[config.mk]
export PLATFORM = sky130hd
export DESIGN_NAME = multiprecision_digit_alu
export DESIGN_NICKNAME = d
export VERILOG_FILES = /design/src/hw/rtl/mda_pkg.sv /design/src/hw/rtl/multiprecision_digit_alu.sv /design/src/hw/rtl/mda_digit_add.sv /design/src/hw/rtl/mda_shift_unit.sv
export VERILOG_INCLUDE_DIRS = /design/src /design/src/hw/rtl
export SDC_FILE = /design/constraint.sdc
export NUM_CORES = 1
export LEC_CHECK = 0
export BUFFER_PORTS_ARGS = -buffer_cell sky130_fd_sc_hd__clkbuf_2
export CORE_MARGIN = 2
export CORE_UTILIZATION = 58
export CTS_BUF_LIST = sky130_fd_sc_hd__clkbuf_8
export CTS_CLUSTER_DIAMETER = 200
export DETAILED_ROUTE_END_ITERATION = 8
export GPL_TIMING_DRIVEN = 0
export PLACE_DENSITY = 0.77
export SLEW_MARGIN = 30
export SYNTH_ARGS = -nofsm -noshare
export SYNTH_HDL_FRONTEND = slang
export SYNTH_SLANG_ARGS = --single-unit
[constraint.sdc]
create_clock -name i_clk -period 6.6 [get_ports i_clk]
set_input_delay 1.32 -clock i_clk [delete_from_list [all_inputs] [get_ports i_clk]]
set_output_delay 1.32 -clock i_clk [all_outputs]
set_load 0.005 [all_outputs]
[src/hw/rtl/assert_macros.svh]
// Assertion macros shared by the top level and the shift unit of the digit arithmetic unit.
`ifndef ASSERT_MACROS_SVH
`define ASSERT_MACROS_SVH

// Clocked property check, switched off while reset is held.
`define ASSERT_CLK(label, clk, rst_n, prop, msg) \
    label: assert property (@(posedge clk) disable iff (!rst_n) prop) else $error(msg);

// A condition that must never be seen at a clock edge outside reset.
`define ASSERT_NEVER(label, clk, rst_n, expr, msg) \
    `ASSERT_CLK(label, clk, rst_n, !(expr), msg)

`endif

[src/hw/rtl/mda_pkg.sv]
// Types and constants shared by the multiprecision digit arithmetic unit.
`timescale 1ns / 1ps

package mda_pkg;

    localparam int DIGIT_W = 8;

    // Operation codes.
    localparam logic [2:0] OP_ADD = 3'd0;
    localparam logic [2:0] OP_SUB = 3'd1;
    localparam logic [2:0] OP_NEG = 3'd2;
    localparam logic [2:0] OP_MUL = 3'd3;
    localparam logic [2:0] OP_DIV = 3'd4;

    typedef struct packed {
        logic [2:0]         op;
        logic               first;
        logic               last;
        logic [DIGIT_W-1:0] digit_x;
        logic [DIGIT_W-1:0] operand_y;
        logic [DIGIT_W-1:0] carry_in;
    } t_in;

    typedef struct packed {
        logic [DIGIT_W-1:0] digit_z;
        logic [DIGIT_W-1:0] carry_out;
        logic               last_out;
        logic               div_error;
    } t_out;

    typedef enum logic [1:0] {
        ST_IDLE,
        ST_SERIAL,
        ST_WRITE
    } t_state;

    typedef struct packed {
        logic start;
        logic is_div;
    } t_ser_ctrl;

    typedef struct packed {
        logic busy;
        logic done;
    } t_ser_sts;

endpackage

[src/hw/rtl/multiprecision_digit_alu.sv]
// Top level of the multiprecision base-256 digit arithmetic unit.
`timescale 1ns / 1ps
`include "assert_macros.svh"

// Each input beat carries one base-256 digit of a multi-digit operand together with
// the operation, first/last marks, the second operand digit or byte scalar, and an
// initial carry. The unit keeps a running carry, borrow or remainder between beats:
// the beat marked first reloads it (carry_in for add, subtract and negate, zero for
// multiply and divide), and every beat yields one output beat with the result digit
// and the updated carry, which on the last beat is the value of the whole operation.
// Divide digits are fed most significant first, the other operations least
// significant first. A zero divisor gives digit 255, raises div_error and leaves the
// remainder unchanged. One item is processed at a time. Add, subtract, negate, a
// zero-divisor divide and an unused op code go from the idle state straight to the
// write state, which moves the result into the output register once it is free.
// Multiply and divide pass through the serial state first: the shift-add multiplier
// consumes one scalar bit per cycle over 8 steps, and the restoring divider produces
// one quotient bit per cycle over 16 steps; the serial unit then signals done and
// the write state writes the result. The next item is accepted as soon as the
// previous result has moved into the output register and the unit is back in idle,
// so a stalled output holds the unit back only when a second result is ready
// behind it.
module multiprecision_digit_alu (
    input  logic           i_clk,
    input  logic           i_rst_n,
    input  logic           i_in_valid,
    output logic           o_in_stall,
    input  mda_pkg::t_in   i_in_data,
    output logic           o_out_valid,
    input  logic           i_out_stall,
    output mda_pkg::t_out  o_out_data
);
    import mda_pkg::*;

    t_state             r_state;
    t_state             n_state;
    logic [DIGIT_W-1:0] r_carry;
    logic               r_out_valid;
    t_out               r_out;

    // Captured item, held while it is worked on.
    logic [2:0]         r_op;
    logic               r_last;
    logic [DIGIT_W-1:0] r_x;
    logic [DIGIT_W-1:0] r_y;
    logic [DIGIT_W-1:0] r_c;

    logic               in_acc;
    logic               out_free;
    logic               write_res;
    logic [DIGIT_W-1:0] c_eff;
    t_ser_ctrl          ser_ctrl;
    t_ser_sts           ser_sts;
    logic [DIGIT_W-1:0] ser_digit;
    logic [DIGIT_W-1:0] ser_carry;
    logic [DIGIT_W-1:0] add_digit;
    logic [DIGIT_W-1:0] add_carry;
    t_out               result;

    assign in_acc   = i_in_valid && (r_state == ST_IDLE);
    assign out_free = !r_out_valid || !i_out_stall;

    // Starting carry: reloaded on a first beat of a known op, otherwise the held state.
    always_comb begin
        if (i_in_data.first && (i_in_data.op <= OP_DIV)) begin
            c_eff = (i_in_data.op <= OP_NEG) ? i_in_data.carry_in : '0;
        end else begin
            c_eff = r_carry;
        end
    end

    // Sequencer: next state and control.
    always_comb begin
        n_state         = r_state;
        ser_ctrl.start  = 1'b0;
        ser_ctrl.is_div = (i_in_data.op == OP_DIV);
        write_res       = 1'b0;
        unique case (r_state)
            ST_IDLE: begin
                if (in_acc) begin
                    if ((i_in_data.op == OP_MUL) ||
                        ((i_in_data.op == OP_DIV) && (i_in_data.operand_y != '0))) begin
                        ser_ctrl.start = 1'b1;
                        n_state        = ST_SERIAL;
                    end else begin
                        n_state = ST_WRITE;
                    end
                end
            end
            ST_SERIAL: begin
                if (ser_sts.done) begin
                    n_state = ST_WRITE;
                end
            end
            ST_WRITE: begin
                if (out_free) begin
                    write_res = 1'b1;
                    n_state   = ST_IDLE;
                end
            end
            default: begin
                n_state = ST_IDLE;
            end
        endcase
    end

    always_ff @(posedge i_clk) begin
        if (!i_rst_n) begin
            r_state <= ST_IDLE;
        end else begin
            r_state <= n_state;
        end
    end

    always_ff @(posedge i_clk) begin
        if (in_acc) begin
            r_op   <= i_in_data.op;
            r_last <= i_in_data.last;
            r_x    <= i_in_data.digit_x;
            r_y    <= i_in_data.operand_y;
            r_c    <= c_eff;
        end
    end

    mda_shift_unit u_shift (
        .i_clk   (i_clk),
        .i_rst_n (i_rst_n),
        .i_ctrl  (ser_ctrl),
        .i_x     (i_in_data.digit_x),
        .i_y     (i_in_data.operand_y),
        .i_c     (c_eff),
        .o_sts   (ser_sts),
        .o_digit (ser_digit),
        .o_carry (ser_carry)
    );

    mda_digit_add u_add (
        .i_op    (r_op),
        .i_x     (r_x),
        .i_y     (r_y),
        .i_c     (r_c),
        .o_digit (add_digit),
        .o_carry (add_carry)
    );

    // Result selection. Unused op codes fall to the adder, which gives digit zero
    // and passes the held carry through.
    always_comb begin
        result.last_out  = r_last;
        result.div_error = 1'b0;
        case (r_op) inside
            OP_MUL: begin
                result.digit_z   = ser_digit;
                result.carry_out = ser_carry;
            end
            OP_DIV: begin
                if (r_y == '0) begin
                    result.digit_z   = '1;
                    result.carry_out = r_c;
                    result.div_error = 1'b1;
                end else begin
                    result.digit_z   = ser_digit;
                    result.carry_out = ser_carry;
                end
            end
            default: begin
                result.digit_z   = add_digit;
                result.carry_out = add_carry;
            end
        endcase
    end

    // Running carry and output register.
    always_ff @(posedge i_clk) begin
        if (!i_rst_n) begin
            r_carry     <= '0;
            r_out_valid <= 1'b0;
        end else begin
            if (write_res) begin
                r_carry     <= result.carry_out;
                r_out_valid <= 1'b1;
            end else if (!i_out_stall) begin
                r_out_valid <= 1'b0;
            end
        end
    end

    always_ff @(posedge i_clk) begin
        if (write_res) begin
            r_out <= result;
        end
    end

    assign o_in_stall  = (r_state != ST_IDLE);
    assign o_out_valid = r_out_valid;
    assign o_out_data  = r_out;

    `ASSERT_CLK(a_serial_in_state, i_clk, i_rst_n, (ser_sts.busy || ser_sts.done) |-> (r_state == ST_SERIAL), "serial unit active outside its state")
    `ASSERT_CLK(a_zero_div_direct, i_clk, i_rst_n, (in_acc && (i_in_data.op == OP_DIV) && (i_in_data.operand_y == '0)) |=> (r_state == ST_WRITE), "zero divisor entered serial unit")
    `ASSERT_NEVER(a_add_carry_small, i_clk, i_rst_n, write_res && ((r_op == OP_ADD) || (r_op == OP_SUB)) && (result.carry_out > 8'd2), "add or subtract carry above two")

endmodule

[src/hw/rtl/mda_digit_add.sv]
// Combinational digit adder for add with carry, subtract with borrow and negate.
`timescale 1ns / 1ps

module mda_digit_add (
    input  logic [2:0]                  i_op,
    input  logic [mda_pkg::DIGIT_W-1:0] i_x,
    input  logic [mda_pkg::DIGIT_W-1:0] i_y,
    input  logic [mda_pkg::DIGIT_W-1:0] i_c,
    output logic [mda_pkg::DIGIT_W-1:0] o_digit,
    output logic [mda_pkg::DIGIT_W-1:0] o_carry
);
    import mda_pkg::*;

    logic [DIGIT_W+1:0] sum3;
    logic [DIGIT_W+1:0] diff;
    logic [1:0]         borrow;
    logic [DIGIT_W:0]   negs;

    always_comb begin
        sum3   = {2'b00, i_x} + {2'b00, i_y} + {2'b00, i_c};
        // The offset of three digit weights keeps the difference non-negative.
        diff   = 10'd768 + {2'b00, i_x} - {2'b00, i_y} - {2'b00, i_c};
        borrow = 2'd3 - diff[DIGIT_W+1:DIGIT_W];
        negs   = {1'b0, i_c} + {1'b0, ~i_x};

        case (i_op)
            OP_ADD: begin
                o_digit = sum3[DIGIT_W-1:0];
                o_carry = {6'b0, sum3[DIGIT_W+1:DIGIT_W]};
            end
            OP_SUB: begin
                o_digit = diff[DIGIT_W-1:0];
                o_carry = {6'b0, borrow};
            end
            OP_NEG: begin
                o_digit = negs[DIGIT_W-1:0];
                o_carry = {7'b0, negs[DIGIT_W]};
            end
            default: begin
                o_digit = '0;
                o_carry = i_c;
            end
        endcase
    end

endmodule

[src/hw/rtl/mda_shift_unit.sv]
// Bit-serial shift-add multiplier and restoring divider for one digit.
`timescale 1ns / 1ps
`include "assert_macros.svh"

module mda_shift_unit (
    input  logic                        i_clk,
    input  logic                        i_rst_n,
    input  mda_pkg::t_ser_ctrl          i_ctrl,
    input  logic [mda_pkg::DIGIT_W-1:0] i_x,
    input  logic [mda_pkg::DIGIT_W-1:0] i_y,
    input  logic [mda_pkg::DIGIT_W-1:0] i_c,
    output mda_pkg::t_ser_sts           o_sts,
    output logic [mda_pkg::DIGIT_W-1:0] o_digit,
    output logic [mda_pkg::DIGIT_W-1:0] o_carry
);
    import mda_pkg::*;

    localparam int MUL_STEPS = DIGIT_W;
    localparam int DIV_STEPS = 2 * DIGIT_W;
    localparam int CNT_W     = $clog2(DIV_STEPS);

    logic                 r_busy;
    logic                 r_done;
    logic                 r_is_div;
    logic [CNT_W-1:0]     r_cnt;
    logic [2*DIGIT_W-1:0] r_acc;
    logic [2*DIGIT_W-1:0] r_mcand;
    logic [DIGIT_W-1:0]   r_y;
    logic [DIGIT_W-1:0]   r_rem;
    logic [DIGIT_W-1:0]   r_q;

    logic [DIGIT_W:0]     rem_ext;
    logic [DIGIT_W:0]     rem_sub;
    logic                 rem_ge;
    logic [2*DIGIT_W-1:0] mul_sum;
    logic                 last_step;

    always_comb begin
        rem_ext   = {r_rem, r_acc[2*DIGIT_W-1]};
        rem_ge    = rem_ext >= {1'b0, r_y};
        rem_sub   = rem_ext - {1'b0, r_y};
        mul_sum   = r_acc + (r_y[0] ? r_mcand : '0);
        last_step = r_busy && (r_cnt == '0);
    end

    always_ff @(posedge i_clk) begin
        if (!i_rst_n) begin
            r_busy <= 1'b0;
            r_done <= 1'b0;
        end else begin
            r_done <= last_step;
            if (i_ctrl.start) begin
                r_busy <= 1'b1;
            end else if (last_step) begin
                r_busy <= 1'b0;
            end
        end
    end

    always_ff @(posedge i_clk) begin
        if (i_ctrl.start) begin
            r_is_div <= i_ctrl.is_div;
            r_y      <= i_y;
            r_rem    <= '0;
            if (i_ctrl.is_div) begin
                r_cnt <= CNT_W'(DIV_STEPS - 1);
                r_acc <= {i_c, i_x};
            end else begin
                r_cnt <= CNT_W'(MUL_STEPS - 1);
                r_acc <= {{DIGIT_W{1'b0}}, i_c};
            end
            r_mcand <= {{DIGIT_W{1'b0}}, i_x};
        end else if (r_busy) begin
            r_cnt <= r_cnt - 1'b1;
            if (r_is_div) begin
                // One quotient bit per cycle; the remainder stays below the divisor.
                r_acc <= {r_acc[2*DIGIT_W-2:0], 1'b0};
                r_rem <= rem_ge ? rem_sub[DIGIT_W-1:0] : rem_ext[DIGIT_W-1:0];
                r_q   <= {r_q[DIGIT_W-2:0], rem_ge};
            end else begin
                r_acc   <= mul_sum;
                r_mcand <= {r_mcand[2*DIGIT_W-2:0], 1'b0};
                r_y     <= {1'b0, r_y[DIGIT_W-1:1]};
            end
        end
    end

    assign o_sts.busy = r_busy;
    assign o_sts.done = r_done;
    assign o_digit    = r_is_div ? r_q : r_acc[DIGIT_W-1:0];
    assign o_carry    = r_is_div ? r_rem : r_acc[2*DIGIT_W-1:DIGIT_W];

    `ASSERT_CLK(a_done_after_busy, i_clk, i_rst_n, r_done |-> $past(r_busy), "done without run")
    `ASSERT_NEVER(a_rem_bound, i_clk, i_rst_n, r_busy && r_is_div && (r_rem >= r_y), "remainder too large")

endmodule

# After elaboration in Yosys (flattened, before gate mapping)
# Index checks and enable logic that the tools add are counted.
[totals]
wordCells = 113
out_inout_bits = 20
register_bits = 120
inputBits = 33
[classes]
n_addsub = 10
mux = 39
n_reduce_logical = 22
bitwise_logic = 4
magnitude_cmp = 3
eq_ne = 13
[ops]
columns = ["operator", "n"]
rows = [
  ["two-way mux 16 bit", 8],
  ["two-way mux 8 bit", 11],
  ["one-hot mux 8 bit (3 select lines)", 2],
  ["subtractor 10 x 8 -> 10 bit", 2],
  ["adder 8 x 8 -> 9 bit", 2],
  ["adder 16 bit", 1],
  ["two-way mux 4 bit", 3],
  ["adder 10 x 8 -> 10 bit", 1],
  ["adder 9 x 9 -> 10 bit, first input constant", 1],
  ["two-way mux 1 bit", 10],
  ["== test 3 x 2 -> 1 bit, second input constant", 3],
  [">= comparator 9 x 8 -> 1 bit", 1],
  ["logical NOT 8 bit", 1],
  ["two-way mux 2 bit", 4],
  ["inverter 8 bit", 1],
  ["nonzero test 8 bit", 1],
  ["subtractor 8 bit", 1],
  ["== test 3 bit, second input constant", 2],
  ["inequality test 2 bit, second input constant", 3],
  ["one-hot mux 2 bit (3 select lines)", 1],
  ["AND reduction 2 bit", 3],
  ["AND reduction 3 bit", 2],
  ["nonzero test 2 bit", 3],
  ["logical AND 1 bit", 4],
  ["15 further kinds", 20],
]

# Depth between registers and ports, before layout
# Gate-level depths: netlist (run 1).
[depth]
ltp_word = 8
ltp_mapped = 14
mapped_depth_nobuf = 14

# By module
# From an unflattened synthesis (run 1), not the netlist that was laid out.
[unflattened]
hier_cells = 814
hier_area_um2 = 8177.8
[by_module_without_submodules]
columns = ["mod", "n_inst", "cells_per_inst", "seq_area_each_um2", "area_per_inst_um2"]
rows = [
  ["mda_shift_unit", 1, 407, 1711.6, 3985.1],
  ["multiprecision_digit_alu", 1, 181, 1601.5, 2402.3],
  ["mda_digit_add", 1, 226, 0.0, 1790.5],
]

# Worst setup path after synthesis (run 1)
# Ideal clock, no wire load.
[synth_timing]
path_type = "input-to-reg"
startpoint = "input i_in_data[12] (netlist bit)"
endpoint = "register u_shift.r_q[0] (enable)"
arrival_ps = 2955
path_buffers = 2
path_slack_ps = 3274
path_stages = 8
required_ps = 6230
cell_sequence = "or4_1 -> o21ai_1 -> o21ai_1 -> nand3_2 -> inv_4 -> buf_6 -> buf_2 -> nor2_1"
[synth_rtl]
columns = ["element", "line", "text"]
rows = [
  ["start, declared", "multiprecision_digit_alu.sv:28", "input mda_pkg::t_in i_in_data,"],
  ["end signal, assigned", "mda_shift_unit.sv:79", "r_q <= {r_q[DIGIT_W-2:0], rem_ge};"],
  ["end, declared", "mda_shift_unit.sv:30", "logic [DIGIT_W-1:0] r_q;"],
]

==> run metrics, run 1 <==
vias in the first global route 6555; total track usage 30.19%; setup violators final 0; crit path kind reg2reg; H-Tree Depth 4; Leak 3.755 nW; Slowest Stage Delay on Critical Path 480 ps; die height between 100 and 150 um; row count between 40 and 50; post_cts resized 0; ys flop type edfxtp_1; measured slew at the worst slew-check pin 870.8 ps; WP buf/inv 1; #FFs+latches synth 120; final instance area 9062 sq um; initial antenna violation count 0; multi-input logic area about 4500 sq um; critical path's slowest cell edfxtp_1; nature of the critical path endpoint flip-flop; Post-CTS Setup Bufs 0; ant diodes 0; Placed Area 8670 sq um; clk buf depth 2; Filler Cells Inserted 1155; EDFF count, synth around 90; worst-skew pair later-pin latency 460 ps; hold-fix buffers at CTS 0; RSZ-0062 raised after global routing no; worst-path fanout max 3; Layout area overhead 11.14%; first-pass GRT wire length roughly 34 mm; core area 13830 sq um; Fmax achieved 267.5 MHz; post-synth cell types 69; DPL Wire Length 16.48 mm; Top Metal Used met4; largest net degree at the start of global routing 29; Peak VDD IR about 0.16 mV; Top delay family on crit path compound AO/OA/AOI/OAI gates; run status completed; CP startpoint kind flip-flop; minimum clock period after layout 3738 ps; CTS tree built; # IOs 53; Post-Route WL 21.43 mm; CTS root buf clkbuf_8; # Max-Cap Violations 0; post-route DRC violation count 0; Final period util 56.63%; sequential cell area 3313 sq um; Die W 122.6 um; wire length on met2 10.14 mm; PwrDens between 200 and 300 nW/um^2; routed wl met3 1.432 mm; Relative slew margins 41.81%; drt first-iter violations roughly 640; Syn Nets 960; worst-path cell chain ha_1 -> fa_1 -> a211o_1 -> a21oi_1 -> inv_1 -> a21oi_1 -> xnor2_1 -> ha_1 -> or2_2 -> o31a_1 -> a31oi_1 -> nor2_1 -> o21ai_0 -> nand2_1; Hold Fails Final Rpt 0; Worst EP arrival 3920 ps; Post-Syn Area per Cell 9.548 sq um; cell area after synthesis 8154 sq um; Congestion Overflow GR 0; die area 15020 sq um; HP Class reg2reg; global placer's final weighted congestion 0.9882; share of post-route cells with drive strength above 1 12.78%; Worst EP required 6780 ps; Reg clk slew, reported paths 70 ps; Final ANT Viol Nets 0; Routed WL per cell between 15 and 20 um; Num CTS Buffers 17; yosys warns 0; DR vias 6988; # port buffers 52; WL met1 9.116 mm; CTS sink cnt 120; ys async rst share 0%; initial core utilization 58.97%; nets@finish 1032; Slew Limit Fails 0; drt via density 6.245; Detailed Routing Iterations Pass 1 5; setup_tns 0 ps; Post-Synthesis Cells 854; register area share after synthesis 40.63%; worst-case clock skew approximately 18 ps
==> area by class of cell <==
cell class,instances,share of cell area [%]
multi-input combinational,645,49.36
sequential,120,36.56
timing repair buffer,53,3.175
clock buffer,19,2.886
tap,180,2.485
inverter,58,2.430
buffer,31,1.684
clock inverter,13,1.422
==> layout by cell type (no fill, tap or decap), types with 6 or more instances in the layout <==
cell      netlist  routed
a21oi_1        72      72
a31oi_1        12      12
clkbuf_2        0      53
ha_1           60      60
nand3_1         9       9
xor2_1         16      16
clkbuf_8        0      19
dfxtp_1        29      29
a211oi_1       17      17
a22oi_1         6       6
buf_2          10      10
xnor2_1        18      18
edfxtp_1       91      91
clkbuf_1       16      15
nor2b_1        14      14
and2_1         22      21
nand2b_1        8       7
inv_1          57      57
nor4_1          7       7
fa_1           13      13
nor3_1         19      19
mux2i_1        23      23
nand2_1       109     109
nor2_1         38      38
a21o_1         13      13
o21ai_0        58      58
o21a_1         21      21
==> logic make-up (layout without fill, tap and decap cells) <==
kind of cell	after synthesis	after routing	synth area share [%]
compound gates	248	248	19.32
xor+xnor	34	34	3.652
fa+ha+maj	73	73	12.40
buf+inv	89	174	4.557
flops	120	120	40.63
mux	29	29	3.790
simple gates	261	261	15.65
==> power by group <==
| part | switching, mW | internal, mW |
|---|---|---|
| Combinational | 0.387 | 0.283 |
| Clock | 0.323 | 0.351 |
| Sequential | 0.0599 | 0.889 |
==> routing by layer <==
| metal | up-vias | global-route usage [%] |
|---|---|---|
| met4 | 0 | 12.21 |
| met5 | - | 0 |
| met3 | 68 | 6.180 |
| met1 | 3339 | 39.02 |
| li1 | 3266 | - |
| met2 | 315 | 49.65 |
==> registers in the layout (all words and copies together) (netlist names) <==
| name | flops |
|---|---|
| o_out_data | 18 |
| o_out_valid | 1 |
| r_c | 8 |
| r_carry | 8 |
| r_last | 1 |
| r_op | 3 |
| r_state | 2 |
| r_x | 8 |
| r_y | 8 |
| u_shift.r_acc | 16 |
| u_shift.r_busy | 1 |
| u_shift.r_cnt | 4 |
| u_shift.r_done | 1 |
| u_shift.r_is_div | 1 |
| u_shift.r_mcand | 16 |
| u_shift.r_q | 8 |
| u_shift.r_rem | 8 |
| u_shift.r_y | 8 |
==> final timing paths <==
check / startpoint / endpoint / slack, ps / depth (start not counted)
setup / recovery: r_x[0]$_DFFE_PP_ / o_out_data[3]$_DFFE_PP_ / 2860 / 14
hold / removal: r_last$_DFFE_PP_ / o_out_data[1]$_DFFE_PP_ / 430 / 0
setup reg to reg: r_x[0]$_DFFE_PP_ / o_out_data[3]$_DFFE_PP_ / 2860 / 14
hold reg to reg: r_last$_DFFE_PP_ / o_out_data[1]$_DFFE_PP_ / 430 / 0
==> synth_stat cells, types with 19 or more instances <==
| master | count | area, sq um |
|---|---|---|
| o21a_1 | 21 | 157.7 |
| dfxtp_1 | 29 | 580.6 |
| and2_1 | 22 | 137.6 |
| nor3_1 | 19 | 95.09 |
| nand2_1 | 109 | 409.1 |
| o21ai_0 | 58 | 290.3 |
| a21oi_1 | 72 | 360.4 |
| nor2_1 | 38 | 142.6 |
| mux2i_1 | 23 | 230.2 |
| inv_1 | 57 | 214.0 |
| edfxtp_1 | 91 | 2733 |
| ha_1 | 60 | 750.7 |
==> metrics by stage <==
step	util, %	power (mW)	instances	setup slack, ps	hold slack, ps
floorplan	-	1.440	854	3274	400.3
global placement	62.48	1.600	1086	2772	406.5
detailed placement	62.70	1.617	1087	2686	419.3
CTS	65.52	2.280	1119	2876	426.5
global route	65.54	2.406	1119	2615	443.7
finish	65.54	2.293	1119	2862	428.7
(Power assumes the default switching activity.)
==> run 2: changes to the inputs <==
Clock period 6.6 ns to 3.55 ns, I/O delays scaled along.
==> run 2 against run 1 <==
Critical path depth is the same. Largest power group unchanged. Fmax grew 9.1%. Register-to-register slack lost 2700 ps. Global-route usage is essentially flat. Non-clock buffer count grew 4. Final cell count grew 0.36%. Critical path type unchanged. Via count shrank 0.40%.
==> run metrics, run 2 (same netlist as run 1, synthesis figures left out) <==
initial antenna violation count 0 (unchanged); Sw Pwr 1.437 mW (was 770.0 uW); PwrDens 469.9 nW/um^2 (was 253.0 nW/um^2); Clock Power Share 29.3% (was 29.4%); first-pass GRT wire length 34.07 mm (was 34.01 mm); CTS root buf clkbuf_8 (unchanged); worst-path fanout max 3 (unchanged); initial core utilization 58.97% (unchanged); Final ANT Viol Nets 0 (unchanged); Final period util 96.50% (was 56.63%); final core utilization 65.89% (was 65.54%); Congestion Overflow GR 0 (unchanged); drt via density 6.198 (was 6.245); WL met1 9.142 mm (was 9.116 mm); worst-skew pair later-pin latency 470 ps (was 460 ps); ant diodes 0 (unchanged); drt first-iter violations 690 (was 643); Post-Route WL 21.49 mm (was 21.43 mm); hold-fix buffers at CTS 0 (unchanged); setup violators final 0 (unchanged); Hold Fails Final Rpt 0 (unchanged); CP startpoint kind flip-flop (unchanged); commonest non-fill, non-tap cell in the layout nand2_1 (unchanged); measured slew at the worst slew-check pin 863.5 ps (was 870.8 ps); post-route DRC violation count 0 (unchanged); minimum clock period after layout 3426 ps (was 3738 ps); DR vias 6960 (was 6988); Peak VDD IR 0.2960 mV (was 0.1589 mV); Reg clk slew, reported paths 70 ps (about the same); nets@finish 1036 (was 1032); Placed Instances 1087 (unchanged); worst-case clock skew 18.82 ps (was 17.97 ps); sequential cell area 3313 sq um (unchanged); Worst EP arrival 3610 ps (was 3920 ps); Relative slew margins 42.30% (was 41.81%); Sw Ratio 33.56% (was 33.58%); share of post-route cells with drive strength above 1 13.68% (was 12.78%); run status completed (unchanged); sequential cell fraction of total power 41.2% (was 41.4%); core area 13830 sq um (unchanged); Die W 122.6 um (unchanged); RSZ-0062 raised after global routing no (unchanged); Placed Area 8670 sq um (unchanged); largest net degree at the start of global routing 29 (unchanged); Worst EP required 3730 ps (was 6780 ps); multi-input logic area 4492 sq um (was 4473 sq um); number of flip-flops in the largest register 18 (unchanged); most frequent cells in the layout 109 x nand2_1, 91 x edfxtp_1, 70 x a21oi_1, 59 x ha_1, 57 x inv_1 (was 109 x nand2_1, 91 x edfxtp_1, 72 x a21oi_1, 60 x ha_1, 58 x o21ai_0); Power, Total 4.282 mW (was 2.293 mW); global placer's final weighted congestion 0.9882 (unchanged); Detailed Routing Iterations Pass 1 5 (unchanged); HP Class reg2reg (unchanged); Leak 3.775 nW (was 3.755 nW); DPL Wire Length 16.48 mm (unchanged); # port buffers 52 (unchanged); Filler Cells Inserted 1153 (was 1155); Post-Layout Cell Count 1123 (was 1119); crit path kind reg2reg (unchanged); Top Metal Used met4 (unchanged); nature of the critical path endpoint flip-flop (unchanged); Num CTS Buffers 17 (unchanged); final instance area 9111 sq um (was 9062 sq um); Routed WL per cell 19.14 um (was 19.15 um); internal power 2.845 mW (was 1.523 mW); power share of the combinational group 29.5% (was 29.2%); # Max-Cap Violations 0 (unchanged); H-Tree Depth 4 (unchanged); clk buf depth 2 (unchanged); Fmax achieved 291.9 MHz (was 267.5 MHz); vias in the first global route 6573 (was 6555); Layout area overhead 11.74% (was 11.14%); # IOs 53 (unchanged); die height 122.6 um (unchanged); row count 43 (unchanged); CTS sink cnt 120 (unchanged); routed wl met3 1.436 mm (was 1.432 mm); Slew Limit Fails 0 (unchanged); total track usage 30.23% (was 30.19%); die area 15020 sq um (unchanged); CTS tree built (unchanged); wire length on met2 10.12 mm (was 10.14 mm)
## run 2: critical path, cell delays in order (launching register included)
cell	delay (ps)
edfxtp_1	470
ha_2	260
fa_2	380
a211o_1	330
a21oi_2	170
inv_1	70
a21oi_2	130
xnor2_1	90
ha_1	320
or2_4	240
o31a_1	130
and4b_1	210
nor3_1	130
o21ai_1	80
a2bb2oi_1	150
## run 2: per-stage QoR
stage | setup WS [ps] | setup TNS [ps] | hold WS [ps]
2_1_floorplan | 257.7 | 0 | 400.3
3_3_place_gp | -125.5 | -267.2 | 406.5
3_5_place_dp | -153.7 | -325.4 | 419.3
4_1_cts | 15.85 | 0 | 426.5
5_1_grt | 12.96 | 0 | 425.7
6_report | 124.1 | 0 | 428.7
## run 2: cell type report
type / instances / share of cell area [%]
well taps: 180 / 2.472
multi-input cells: 645 / 49.30
plain buffers: 31 / 1.675
clock buffers: 19 / 2.870
repair buffers: 57 / 3.488
flip-flops and latches: 120 / 36.36
clock inverters: 13 / 1.414
inverters: 58 / 2.417
## run 2: what timing repair did
action                                  CTS  global route
buffers inserted                          1             3
pin swaps                                 2             8
endpoints found under the setup margin    3             2
gates cloned                              0             0
gates resized for setup                   4             5
## run 2: worst paths after layout
path,from,end,slack [ps],depth (start not counted)
min,r_last$_DFFE_PP_,o_out_data[1]$_DFFE_PP_,430,0
min reg2reg,r_last$_DFFE_PP_,o_out_data[1]$_DFFE_PP_,430,0
max,r_x[0]$_DFFE_PP_,o_out_data[17]$_DFFE_PP_,120,14
max reg2reg,r_x[0]$_DFFE_PP_,o_out_data[17]$_DFFE_PP_,120,14
## run 2: power by group through the flow
stage | logic, mW | clock network (mW) | registers, mW
after floorplan | 0.932 | 0 | 1.74
after global placement | 1.19 | 0 | 1.79
after detailed placement | 1.22 | 0 | 1.79
after CTS | 1.23 | 1.25 | 1.76
after global routing | 1.41 | 1.31 | 1.77
final | 1.26 | 1.25 | 1.76
## run 2: per-layer routing
layer / global-route usage (%) / vias up
met5: 0 / -
met3: 6.180 / 65
met1: 39.02 / 3329
met4: 12.21 / 0
met2: 49.79 / 299
li1: - / 3267
